File: config.mk
export PLATFORM = sky130hd
export DESIGN_NAME = u2gb_divmod
export DESIGN_NICKNAME = d
export VERILOG_FILES = /design/src/rtl/u2gb_pkg.sv /design/src/rtl/u2gb_divmod.sv
export SDC_FILE = /design/constraint.sdc
export NUM_CORES = 1
export LEC_CHECK = 0
export BUFFER_PORTS_ARGS = -buffer_cell sky130_fd_sc_hd__buf_2
export CAP_MARGIN = 40
export CORE_ASPECT_RATIO = 2
export CORE_MARGIN = 4
export CORE_UTILIZATION = 59
export CTS_BUF_LIST = sky130_fd_sc_hd__clkbuf_4
export CTS_CLUSTER_SIZE = 8
export DETAILED_ROUTE_END_ITERATION = 7
export PLACE_DENSITY = 0.92
export SYNTH_ARGS = -nofsm -noshare
export SYNTH_HDL_FRONTEND = slang
export SYNTH_SLANG_ARGS = --single-unit
File: constraint.sdc
create_clock -name clk_i -period 3.6 [get_ports clk_i]
set_input_delay 0.72 -clock clk_i [delete_from_list [all_inputs] [get_ports clk_i]]
set_output_delay 0.72 -clock clk_i [all_outputs]
set_load 0.1 [all_outputs]
File: src/rtl/u2gb_pkg.sv
// Shared types and constants for the code point to GB2312 lookup block.
// No dependencies; used by every module under rtl.
package u2gb_pkg;

  localparam int TABLE_DEPTH_DEF = 8192;
  localparam int COUNT_W         = 14;
  localparam int ADDR_FIELD_W    = 13;
  localparam int KEY_W           = 16;
  localparam int POS_W           = 13;
  localparam int REM_W           = 7;
  localparam int QUOT_W          = 7;

  // position / 94 == (position >> 1) / 47 == ((position >> 1) * 2789) >> 17
  // for every 13-bit position
  localparam int RECIP_MUL    = 2789;
  localparam int RECIP_SHIFT  = 17;
  localparam int RECIP_PROD_W = 24;

  localparam logic [COUNT_W-1:0] COUNT_RESET = 14'd8192;
  localparam logic [7:0]         ROW_LEN     = 8'd94;
  localparam logic [7:0]         ROW_BASE    = 8'hB0;
  localparam logic [7:0]         COL_BASE    = 8'hA1;

  localparam logic OP_LOOKUP = 1'b0;
  localparam logic OP_LOAD   = 1'b1;

  typedef struct packed {
    logic                    operation;
    logic [ADDR_FIELD_W-1:0] entry_address;
    logic [KEY_W-1:0]        code_point;
    logic [POS_W-1:0]        gb_position;
  } in_item_t;

  typedef struct packed {
    logic       not_found;
    logic [7:0] gb_high;
    logic [7:0] gb_low;
  } out_item_t;

  typedef struct packed {
    logic [KEY_W-1:0] key;
    logic [POS_W-1:0] pos;
  } entry_t;

  typedef struct packed {
    logic             start;
    logic [POS_W-1:0] dividend;
  } div_req_t;

  typedef struct packed {
    logic             done;
    logic [POS_W-1:0] quot;
    logic [REM_W-1:0] rem;
  } div_rsp_t;

  typedef enum logic [2:0] {
    S_IDLE,
    S_PROBE,
    S_CHECK,
    S_DIV,
    S_OUT
  } state_e;

endpackage

File: src/rtl/u2gb_divmod.sv
// Reciprocal divider by the GB2312 row length: position / 94 and % 94 in two steps.
// Depends on u2gb_pkg for widths, constants and request/response structs.
module u2gb_divmod (
  input  logic               clk_i,
  input  logic               rst_ni,
  input  u2gb_pkg::div_req_t req_i,
  output u2gb_pkg::div_rsp_t rsp_o
);

  logic [u2gb_pkg::POS_W-1:0]        pos_q, pos_d;
  logic [u2gb_pkg::QUOT_W-1:0]       quot_q, quot_d;
  logic [u2gb_pkg::REM_W-1:0]        rem_q, rem_d;
  logic                              stage1_q, stage2_q;
  logic [u2gb_pkg::RECIP_PROD_W-1:0] prod;
  logic [u2gb_pkg::POS_W-1:0]        back;

  // quotient first, remainder from the registered quotient in the next cycle
  assign prod = u2gb_pkg::RECIP_PROD_W'(req_i.dividend[u2gb_pkg::POS_W-1:1]) *
                u2gb_pkg::RECIP_PROD_W'(u2gb_pkg::RECIP_MUL);
  assign back = u2gb_pkg::POS_W'(quot_q) * u2gb_pkg::POS_W'(u2gb_pkg::ROW_LEN);

  always_comb begin
    pos_d  = pos_q;
    quot_d = quot_q;
    rem_d  = rem_q;
    if (req_i.start) begin
      pos_d  = req_i.dividend;
      quot_d = prod[u2gb_pkg::RECIP_SHIFT +: u2gb_pkg::QUOT_W];
    end
    if (stage1_q) begin
      rem_d = u2gb_pkg::REM_W'(pos_q - back);
    end
  end

  always_ff @(posedge clk_i or negedge rst_ni) begin
    if (!rst_ni) begin
      stage1_q <= 1'b0;
      stage2_q <= 1'b0;
    end else begin
      stage1_q <= req_i.start;
      stage2_q <= stage1_q;
    end
  end

  always_ff @(posedge clk_i) begin
    pos_q  <= pos_d;
    quot_q <= quot_d;
    rem_q  <= rem_d;
  end

  assign rsp_o.done = stage2_q;
  assign rsp_o.quot = u2gb_pkg::POS_W'(quot_q);
  assign rsp_o.rem  = rem_q;

endmodule

## Word-level counts from Yosys, hierarchy flattened

Index checks and enable logic that the tools add are counted.

| operators by class | value |
|---|---|
| multiplexer cells | 0 |
| reduce and logical (&&, ||, !) cells | 0 |
| add/sub/neg operators | 1 |
| multipliers | 2 |
| order comparisons | 0 |
| shift operators | 0 |
| eq/ne operators | 0 |
| bitwise logic cells | 0 |
| div/mod/pow operators | 0 |

Operator list:

| operator | count |
|---|---|
| $mul A12 B12 Y24 const B | 1 |
| $mul A7 B6 Y6 const B | 1 |
| $sub A7 B7 Y7 | 1 |

| word-level totals | value |
|---|---|
| bits in writable memories | 0 |
| logic and storage cells | 8 |
| memories kept | 0 |
| memory bits (read-only) | 0 |
| bits in latches | 0 |
| register bits | 23 |

## Logic depth before layout (Yosys ltp)

Gate-level depths: netlist of run 1.

| logic depth | value |
|---|---|
| depth in word-level cells | 2 |
| mapped depth | 16 |

## Least setup slack after synthesis of run 1

Ideal clock, no wire load.

| path | value |
|---|---|
| path kind | input port to flip-flop |
| from | input req_i[2] (netlist name) |
| to | register quot_q[5] (netlist name), data pin |
| stages on the path | 16 |
| data required time | 3342 ps |
| slack | -1179 ps |
| arrival time | 4521 ps |
| path buffers | 0 |
| cells stage by stage | ha_1 inv_1 fa_1 inv_1 fa_1 fa_1 inv_1 fa_1 inv_1 ha_1 and4_1 a41oi_1 a211o_1 o211ai_1 a21oi_1 xnor2_1 |

| on the way | value |
|---|---|
| cells in the longest elaborated chain, start to end | 1 |

Ends and longest elaborated chain:

| element | RTL line | source |
|---|---|---|
| start: declaration | u2gb_divmod.sv:6 | `input u2gb_pkg::div_req_t req_i,` |
| $mul A12 B12 Y24 | u2gb_divmod.sv:18 | `assign prod = u2gb_pkg::RECIP_PROD_W'(req_i.dividend[u2gb_pkg::POS_W-1:1]) *` |
| named net prod (one bit) | u2gb_divmod.sv:14 | `logic [u2gb_pkg::RECIP_PROD_W-1:0] prod;` |
| end signal: assignment | u2gb_divmod.sv:47 | `quot_q <= quot_d;` |
| end: declaration | u2gb_divmod.sv:11 | `logic [u2gb_pkg::QUOT_W-1:0] quot_q, quot_d;` |

The timed path passes the listed nets, and every way through them passes these cells.
A chain may end at the register's enable or synchronous reset.

## Final worst setup path of run 1

| path | value |
|---|---|
| from | input req_i[6] (netlist name) |
| to | register quot_q[4] (netlist name), data pin |

Same word-level chain as after synthesis.

==> impl_metrics.py, run 1 <==
metrics = {
    "place": {
        "place.gp.congestion": 1.00,
        "preCtsSetupSlack_ns": -1.35,
        "dpl.hpwl_um": 8220,
        "port-buffer-count": 30,
        "dp_cells": 508,
    },
    "clock_network": {
        "tritoncts": "built",
        "ctsLongestPathBuffers": 2,
        "ctsRootBufferMaster": "clkbuf_4",
        "clk_pin_slew_ns": 0.14,
        "ctsHtreeMaxLevel": 1,
        "cts_hold_buf": 0,
        "cts_buffers": 3,
        "insertion_delay_ns": 0.34,
        "clock-sinks": 23,
    },
    "worst_setup_path": {
        "rrSetupSlack_ns": 0.22,
        "critPathCaptureType": "register",
        "crit_start": "req_i[6]",
        "path_class": "in2reg",
        "arrival_ns": 4.83,
        "startpoint_type": "input pin",
        "worstReg2RegStart": "quot_q[2]",
        "crit_cells": 17,
        "crit_slowest_cell": "fa_1",
        "endpoint": "quot_q[4]",
        "crit_chain": "buf_12 -> ha_4 -> inv_2 -> fa_1 -> inv_2 -> fa_2 -> fa_1 -> inv_2 -> fa_1 -> inv_2 -> ha_4 -> and4_1 -> a41oi_2 -> a211o_1 -> o211ai_1 -> buf_4 -> xor2_1",
        "crit_family": "adder cells",
        "crit_path_max_fanout": 6,
        "critPathMostFrequentCell": "inv_2",
        "reg2reg_to": "rem_q[6]",
        "r2r_cells": 11,
        "critical-path-max-stage-delay_ns": 0.61,
        "path_buf_inv": 6,
        "worst_ep_required_time_ns": 3.79,
    },
    "cells_and_area": {
        "synthToLayoutAreaGrowth_pct": 31.7,
        "fin_nets": 594,
        "multiInputGateArea_um2": 3030,
        "seqCellArea_um2": 681,
        "final_util_pct": 80.6,
        "stdcell_count": 523,
        "final_layout_size_suffix_gt1_share_pct": 34.2,
        "final.fill_count": 312,
    },
    "logic_synthesis": {
        "ys_seq_elements": 23,
        "syn_area_per_cell_um2": 10.9,
        "yosys_warnings": 0,
        "synth_common_cells": "inv_1 (105), ha_1 (92), fa_1 (47)",
        "yosys_most_used_dff": "edfxtp_1",
        "syn_area_um2": 3740,
        "ys_seq_area_share_pct": 18.2,
        "synth_top_area_share_pct": 30.8,
        "synth_cell_types": 31,
        "synth.most_common_cell": "inv_1",
        "synthCells": 344,
        "synth_edf_count": 21,
        "synth_top_area_cell": "ha_1",
        "synth.area.top_cells": "ha_1 (31%), fa_1 (25%), edfxtp_1 (17%)",
        "async_reset_ff_share_pct": 8.70,
    },
    "floorplan": {
        "dieArea_um2": 7750,
        "io_pins": 37,
        "initial_utilization_pct": 61.2,
        "num_rows": 40,
        "core_area_um2": 6110,
        "die_h_um": 121,
        "die_x_um": 64.3,
    },
    "routing": {
        "drt-pass1-iter-count": 8,
        "viasPerCell": 5.69,
        "dr.first_iter.drc_count": 231,
        "avgRoutedWirePerCell_um": 22.4,
        "drc": 2,
        "num_vias": 2976,
        "antenna_left": 0,
        "finalWirelength_um": 11700,
    },
    "timing": {
        "rsz0062_at_grt": "true",
        "slew_viol_final": 0,
        "setup-violations-final": 7,
        "hold_ws_ns": 0.140,
        "hold_violations": 0,
        "finalWorstSetupSlack_ns": -1.04,
        "period_minus_slack_ns": 4.64,
        "fmax_mhz": 216,
        "post-route-period-util_pct": 129,
        "skew_ns": 0.0113,
    },
    "grt": {
        "track_usage_pct": 28.8,
        "grt_pass1_wl_um": 16500,
        "grt_max_degree": 16,
        "antenna_found_initial": 1,
        "overflow": 0,
        "grt_pass1_vias": 3406,
    },
    "flow_run": {
        "drv_cap": 0,
    },
    "hold_path": {
        "holdCritPathClass": "in2async",
    },
    "status": {
        "violations": "DRC, setup timing",
        "status": "finished with violations",
    },
}
flip-flops by register name (all words and copies together) (netlist names):
signal	cells
quot_q	7
rem_q	7
pos_q	7
stage1_q	1
stage2_q	1
how the worst min path moves through the flow:
stage          endpoint  slack, ns  cells after the start
5_1_grt        stage2_q       0.13                      1
3_3_place_gp   rem_q[0]       0.41                      0
4_1_cts        stage2_q       0.15                      1
6_report       stage2_q       0.14                      1
2_1_floorplan  rem_q[0]       0.40                      0
3_5_place_dp   rem_q[0]       0.42                      0
worst reg2reg max path, delay by kind of cell (launching register included):
family / cells / cell delay (ns)
adder cells (fa/ha/maj): 5 / 1.69
flip-flops: 1 / 0.53
buffers and inverters: 1 / 0.07
XOR/XNOR: 5 / 0.86
through the flow:
| step | cell area (µm²) | setup TNS, ns |
|---|---|---|
| final | 4920 | -6.37 |
| after global routing | 4920 | -6.87 |
| after CTS | 4770 | -5.80 |
| after detailed placement | 4520 | -8.44 |
| after global placement | 4520 | -7.84 |
| after floorplan | 3920 | -4.81 |
routing by layer:
metal  part of all wire (%)  GRT usage [%]
met1                     31           25.6
met2                     54           54.5
met3                    4.5           4.09
met4                     10           23.3
met5                      0              0
cell families after synthesis:
family / share of synthesized area [%]
adders and majority gates: 56.0
buffers and inverters: 12.0
AOI/OAI and AO/OA: 7.03
DFF: 18.2
xor gates and xnor gates: 4.92
and+or+nand+nor: 1.78
other: 0.100
cells in the final DEF, fill, tap and decap left out, drive strengths merged, types with 2 or more instances in the layout:
cell     count
nand2        4
o21a         2
conb         6
xor2         6
a211o        3
clkbuf       3
xnor2       15
edfxtp      21
ha          92
a31oi        2
fa          47
o2111ai      2
a21oi        9
o211ai       4
dfrtp        2
inv        105
buf         92
nand3        2
a21o         7
nor2         2
final cells by class:
type                            instances  area share, %
Clock inverter                          1          0.102
Timing Repair Buffer                   92           13.9
Multi-Input combinational cell        214           61.5
Clock buffer                            3          0.458
Tap cell                               84           2.14
Sequential cell                        23           13.8
Inverter                              105           8.01
Antenna cell                            1         0.0508
timing repair:
action / in CTS / in global routing
gates resized for setup: 31 / 23
pin swaps: 24 / 22
setup endpoints to repair: 7 / 7
setup buffers: 6 / 4
Power of run 1 is left out: the tool's default activity adds up to more than one toggle a clock period on the data nets, which glitch-free logic cannot reach.
==> run 2, diff against run 1 <==
--- a/config.mk
+++ b/config.mk
@@ -9,11 +9,11 @@
 export CAP_MARGIN = 40
 export CORE_ASPECT_RATIO = 2
 export CORE_MARGIN = 4
-export CORE_UTILIZATION = 59
+export CORE_UTILIZATION = 56
 export CTS_BUF_LIST = sky130_fd_sc_hd__clkbuf_4
 export CTS_CLUSTER_SIZE = 8
 export DETAILED_ROUTE_END_ITERATION = 7
-export PLACE_DENSITY = 0.92
+export PLACE_DENSITY = 0.91
 export SYNTH_ARGS = -nofsm -noshare
 export SYNTH_HDL_FRONTEND = slang
 export SYNTH_SLANG_ARGS = --single-unit
==> constraint.sdc (replaced) <==
create_clock -name clk_i -period 4 [get_ports clk_i]
set_input_delay 0.8 -clock clk_i [delete_from_list [all_inputs] [get_ports clk_i]]
set_output_delay 0.8 -clock clk_i [all_outputs]
set_load 0.1 [all_outputs]
==> run 2 against run 1 <==
Effect of this change:
- the flow finishes with violations (setup timing)
- sequential share of layout area up 0.66 points
- global-route usage down 4.1 points
- non-clock buffer count down 13
- setup slack better by 0.37 ns
- design area down 4.5%
- routed wire length down 18%
- via count down 5.6%
- first-iteration DRC count down 22%
- clock skew down 0.0030 ns
- core utilization down 7.3 points
- critical endpoint is now quot_q[6]
- largest cell class unchanged
==> impl_metrics.py, run 2 (synthesized netlist as in run 1, its figures left out) <==
metrics = {
    "clock_network": {
        "cts_hold_buf": 0,
        "clock-sinks": 23,
        "clk_pin_slew_ns": 0.12,
        "ctsLongestPathBuffers": 2,
        "cts_buffers": 3,
        "ctsRootBufferMaster": "clkbuf_4",
        "insertion_delay_ns": 0.32,
        "ctsHtreeMaxLevel": 1,
        "tritoncts": "built",
    },
    "grt": {
        "track_usage_pct": 24.7,
        "overflow": 0,
        "antenna_found_initial": 0,
        "grt_pass1_wl_um": 14800,
        "grt_pass1_vias": 3216,
        "grt_max_degree": 16,
    },
    "status": {
        "violations": "setup timing",
        "status": "finished with violations",
    },
    "worst_setup_path": {
        "crit_slowest_cell": "fa_1",
        "critPathCaptureType": "register",
        "rrSetupSlack_ns": 0.49,
        "critical-path-max-stage-delay_ns": 0.58,
        "r2r_cells": 10,
        "worstReg2RegStart": "quot_q[2]",
        "path_class": "in2reg",
        "crit_path_max_fanout": 5,
        "startpoint_type": "input pin",
        "arrival_ns": 4.75,
        "crit_start": "req_i[5]",
        "worst_ep_required_time_ns": 4.09,
        "crit_chain": "buf_4 -> ha_1 -> ha_1 -> fa_1 -> fa_1 -> inv_1 -> fa_1 -> inv_1 -> ha_4 -> and4_1 -> a41oi_2 -> a211o_1 -> o2111ai_2 -> o211ai_1 -> xnor2_1",
        "critPathMostFrequentCell": "fa_1",
    },
    "timing": {
        "period_minus_slack_ns": 4.66,
        "hold_violations": 0,
        "fin_setup_tns_ns": -3.87,
        "rsz0062_at_grt": "true",
        "setup-violations-final": 7,
        "post-route-period-util_pct": 117,
        "fmax_mhz": 214,
        "slew_viol_final": 0,
        "finalWorstSetupSlack_ns": -0.664,
        "skew_ns": 0.00832,
    },
    "routing": {
        "avgRoutedWirePerCell_um": 18.9,
        "drt-pass1-iter-count": 5,
        "drc": 0,
        "finalWirelength_um": 9650,
        "viasPerCell": 5.50,
        "num_vias": 2809,
        "dr.first_iter.drc_count": 181,
        "antenna_left": 0,
    },
    "floorplan": {
        "die_h_um": 124,
        "dieArea_um2": 8120,
        "io_pins": 37,
        "initial_utilization_pct": 58.3,
        "die_x_um": 65.8,
        "core_area_um2": 6410,
        "num_rows": 41,
    },
    "place": {
        "port-buffer-count": 30,
        "dpl.hpwl_um": 7780,
        "place.gp.congestion": 0.885,
    },
    "hold_path": {
        "holdCritPathClass": "in2async",
    },
    "cells_and_area": {
        "fin_nets": 581,
        "reg.largest.list": "pos_q (7), quot_q (7), rem_q (7)",
        "layout_common_cells": "inv_1 (93), ha_1 (74), buf_4 (49)",
        "final.fill_count": 368,
        "antenna_cells": 0,
        "synthToLayoutAreaGrowth_pct": 25.8,
        "final_layout_size_suffix_gt1_share_pct": 30.1,
        "final_common_cell": "inv_1",
    },
    "flow_run": {
        "drv_cap": 0,
    },
}
==> run 2: path summary, 6_finish.rpt <==
path,end
worst max-delay path,quot_q[6]
worst min-delay path,stage1_q
worst max register to register,rem_q[6]
worst min register to register,rem_q[0]
max in group asynchronous,stage2_q
min in group clk_i,rem_q[0]
==> run 2: area by class of cell <==
| type | count | area [µm²] | area share, % |
|---|---|---|---|
| multi-input combinational | 214 | 2910 | 62.0 |
| inverter | 105 | 394 | 8.39 |
| clock buffer | 4 | 30.0 | 0.639 |
| tap | 86 | 108 | 2.29 |
| timing repair buffer | 79 | 573 | 12.2 |
| sequential | 23 | 681 | 14.5 |
==> run 2: critical path, delay by kind of cell <==
family                     cells  cell delay (ns)
AOI/OAI and AO/OA              4             0.70
xor gates and xnor gates       1             0.15
adders and majority gates      6             2.56
buffers and inverters          3             0.29
and+or+nand+nor                1             0.25
==> run 2: repair_timing <==
item | in CTS | in global routing
endpoints found under the hold margin | 0 | 0
setup buffers | 3 | 5
pin swaps | 11 | 20
endpoints found under the setup margin | 7 | 7
gates resized for setup | 26 | 12
==> run 2: routing by layer <==
metal | track usage (%) | up-vias | wire length [µm]
met4 | 17.7 | 0 | 775
li1 | - | 1257 | -
met1 | 21.5 | 1387 | 2990
met3 | 2.64 | 55 | 342
met5 | 0 | - | 0
met2 | 48.8 | 110 | 5540
==> run 2: metrics by stage <==
stage | setup slack, ns | instance area, µm² | hold WS (ns) | std cells | utilization [%]
5_1_grt | -0.750 | 4700 | 0.227 | 511 | 73.3
4_1_cts | -0.560 | 4610 | 0.244 | 506 | 71.8
3_3_place_gp | -0.871 | 4430 | 0.414 | 499 | 69.0
2_1_floorplan | -0.538 | 3910 | 0.400 | 349 | -
6_report | -0.664 | 4700 | 0.239 | 511 | 73.3
3_5_place_dp | -0.964 | 4430 | 0.417 | 499 | 69.0
Power of run 2 is left out for the same reason.
==> run 3, diff against run 2 <==
--- a/config.mk
+++ b/config.mk
@@ -5,7 +5,7 @@
 export SDC_FILE = /design/constraint.sdc
 export NUM_CORES = 1
 export LEC_CHECK = 0
-export BUFFER_PORTS_ARGS = -buffer_cell sky130_fd_sc_hd__buf_2
+export BUFFER_PORTS_ARGS = -buffer_cell sky130_fd_sc_hd__buf_4
 export CAP_MARGIN = 40
 export CORE_ASPECT_RATIO = 2
 export CORE_MARGIN = 4
==> run 3 against run 2 <==
Effect of this change:
- the flow still finishes with violations (setup timing)
- sequential share of layout area down 0.29 points
- core utilization grew 1.5 points
- register-to-register slack better by 0.04 ns
- maximum frequency rose by 0.33%
- non-clock buffer count decreased by 3
- clock skew decreased by 0.0048 ns
- first-iteration DRC count increased by 12%
- clock-buffer cell count fell by 1
- flip-flop and latch count stayed put
- highest routed layer unchanged
==> impl_metrics.py, run 3 (synthesized netlist as in run 1, its figures left out) <==
metrics = {
    "status": {
        "status": "finished with violations",
        "violations": "setup timing",
    },
    "worst_setup_path": {
        "crit_start": "req_i[7]",
        "worst_ep_required_time_ns": 4.11,
        "crit_family": "adder cells",
        "arrival_ns": 4.76,
        "endpoint": "quot_q[5]",
        "worstReg2RegStart": "quot_q[2]",
        "crit_slowest_cell": "fa_1",
        "path_class": "in2reg",
        "critical-path-max-stage-delay_ns": 0.61,
        "rrSetupSlack_ns": 0.53,
        "critPathCaptureType": "register",
        "crit_path_max_fanout": 5,
        "reg2reg_to": "rem_q[6]",
        "critPathMostFrequentCell": "inv_2",
        "crit_cells": 17,
        "path_buf_inv": 5,
        "r2r_cells": 10,
        "crit_chain": "buf_12 -> ha_4 -> inv_2 -> fa_2 -> inv_2 -> fa_2 -> fa_1 -> inv_1 -> fa_1 -> inv_2 -> ha_4 -> and4_1 -> a41oi_2 -> a211o_1 -> o211ai_1 -> a21oi_1 -> xnor2_1",
        "startpoint_type": "input pin",
    },
    "clock_network": {
        "ctsLongestPathBuffers": 2,
        "clock-sinks": 23,
        "tritoncts": "built",
        "ctsHtreeMaxLevel": 1,
        "insertion_delay_ns": 0.34,
        "cts_buffers": 3,
        "ctsRootBufferMaster": "clkbuf_4",
        "cts_hold_buf": 0,
        "clk_pin_slew_ns": 0.13,
    },
    "timing": {
        "setup-violations-final": 7,
        "finalWorstSetupSlack_ns": -0.648,
        "period_minus_slack_ns": 4.65,
        "rsz0062_at_grt": "true",
        "skew_ns": 0.00357,
        "hold_ws_ns": 0.212,
        "fin_setup_tns_ns": -3.97,
        "slew_viol_final": 0,
        "hold_violations": 0,
        "post-route-period-util_pct": 116,
        "fmax_mhz": 215,
    },
    "floorplan": {
        "initial_utilization_pct": 58.3,
        "core_area_um2": 6410,
        "num_rows": 41,
        "die_h_um": 124,
        "dieArea_um2": 8120,
        "io_pins": 37,
        "die_x_um": 65.8,
    },
    "routing": {
        "num_vias": 2803,
        "viasPerCell": 5.52,
        "avgRoutedWirePerCell_um": 20.2,
        "antenna_left": 0,
        "finalWirelength_um": 10200,
        "drc": 0,
        "dr.first_iter.drc_count": 202,
        "drt-pass1-iter-count": 4,
    },
    "grt": {
        "antenna_found_initial": 0,
        "grt_pass1_wl_um": 15200,
        "track_usage_pct": 25.8,
        "grt_max_degree": 16,
        "overflow": 0,
        "grt_pass1_vias": 3232,
    },
    "flow_run": {
        "drv_cap": 0,
    },
    "cells_and_area": {
        "synthToLayoutAreaGrowth_pct": 28.3,
        "final_util_pct": 74.8,
        "final_layout_size_suffix_gt1_share_pct": 30.6,
        "reg.largest.list": "pos_q (7), quot_q (7), rem_q (7)",
        "final_common_cell": "inv_1",
        "fin_nets": 578,
        "antenna_cells": 0,
        "layout_common_cells": "inv_1 (96), ha_1 (69), buf_4 (69)",
    },
    "place": {
        "port-buffer-count": 30,
        "place.gp.congestion": 0.885,
        "dpl.hpwl_um": 7840,
    },
    "hold_path": {
        "holdCritPathClass": "in2async",
    },
}
[run 3: cell count changes in the layout (fill, tap and decap cells not counted), sizes merged]
cell / change
clkinv: +1
clkbuf: -1
buf: -3
[run 3: final cells by class]
type	instances	area, µm²
clock buffers	3	22.5
well taps	86	108
fillers	385	1620
clock inverters	1	5.00
flip-flops and latches	23	681
multi-input cells	214	2970
inverters	105	394
repair buffers	76	614
[run 3: metal layers]
metal / wire length [µm] / vias to the layer above / global-route usage (%)
met5: 0 / - / 0
met3: 396 / 61 / 3.09
li1: - / 1251 / -
met2: 5880 / 112 / 51.7
met4: 923 / 0 / 19.4
met1: 3050 / 1379 / 21.3
[run 3: worst min path at each step]
stage | slack (ns) | start | cells after the start | endpoint
final | 0.21 | rst_ni | 1 | stage1_q
after global routing | 0.19 | rst_ni | 1 | stage1_q
after CTS | 0.21 | rst_ni | 1 | stage1_q
after detailed placement | 0.41 | pos_q[0] | 0 | rem_q[0]
after global placement | 0.42 | pos_q[0] | 0 | rem_q[0]
after floorplan | 0.40 | pos_q[0] | 0 | rem_q[0]
[run 3: timing repair]
item | CTS | global route
pin swaps | 21 | 13
resized for setup | 25 | 13
buffers inserted | 4 | 2
gates cloned | 0 | 0
setup endpoints to repair | 7 | 7
[run 3: metrics by stage]
step / std cells / instance area, µm² / setup WS, ns
3_5_place_dp: 499 / 4500 / -0.917
2_1_floorplan: 349 / 3910 / -0.538
5_1_grt: 508 / 4790 / -0.687
4_1_cts: 506 / 4700 / -0.496
3_3_place_gp: 499 / 4500 / -0.842
6_report: 508 / 4790 / -0.648
Power of run 3 is left out for the same reason.
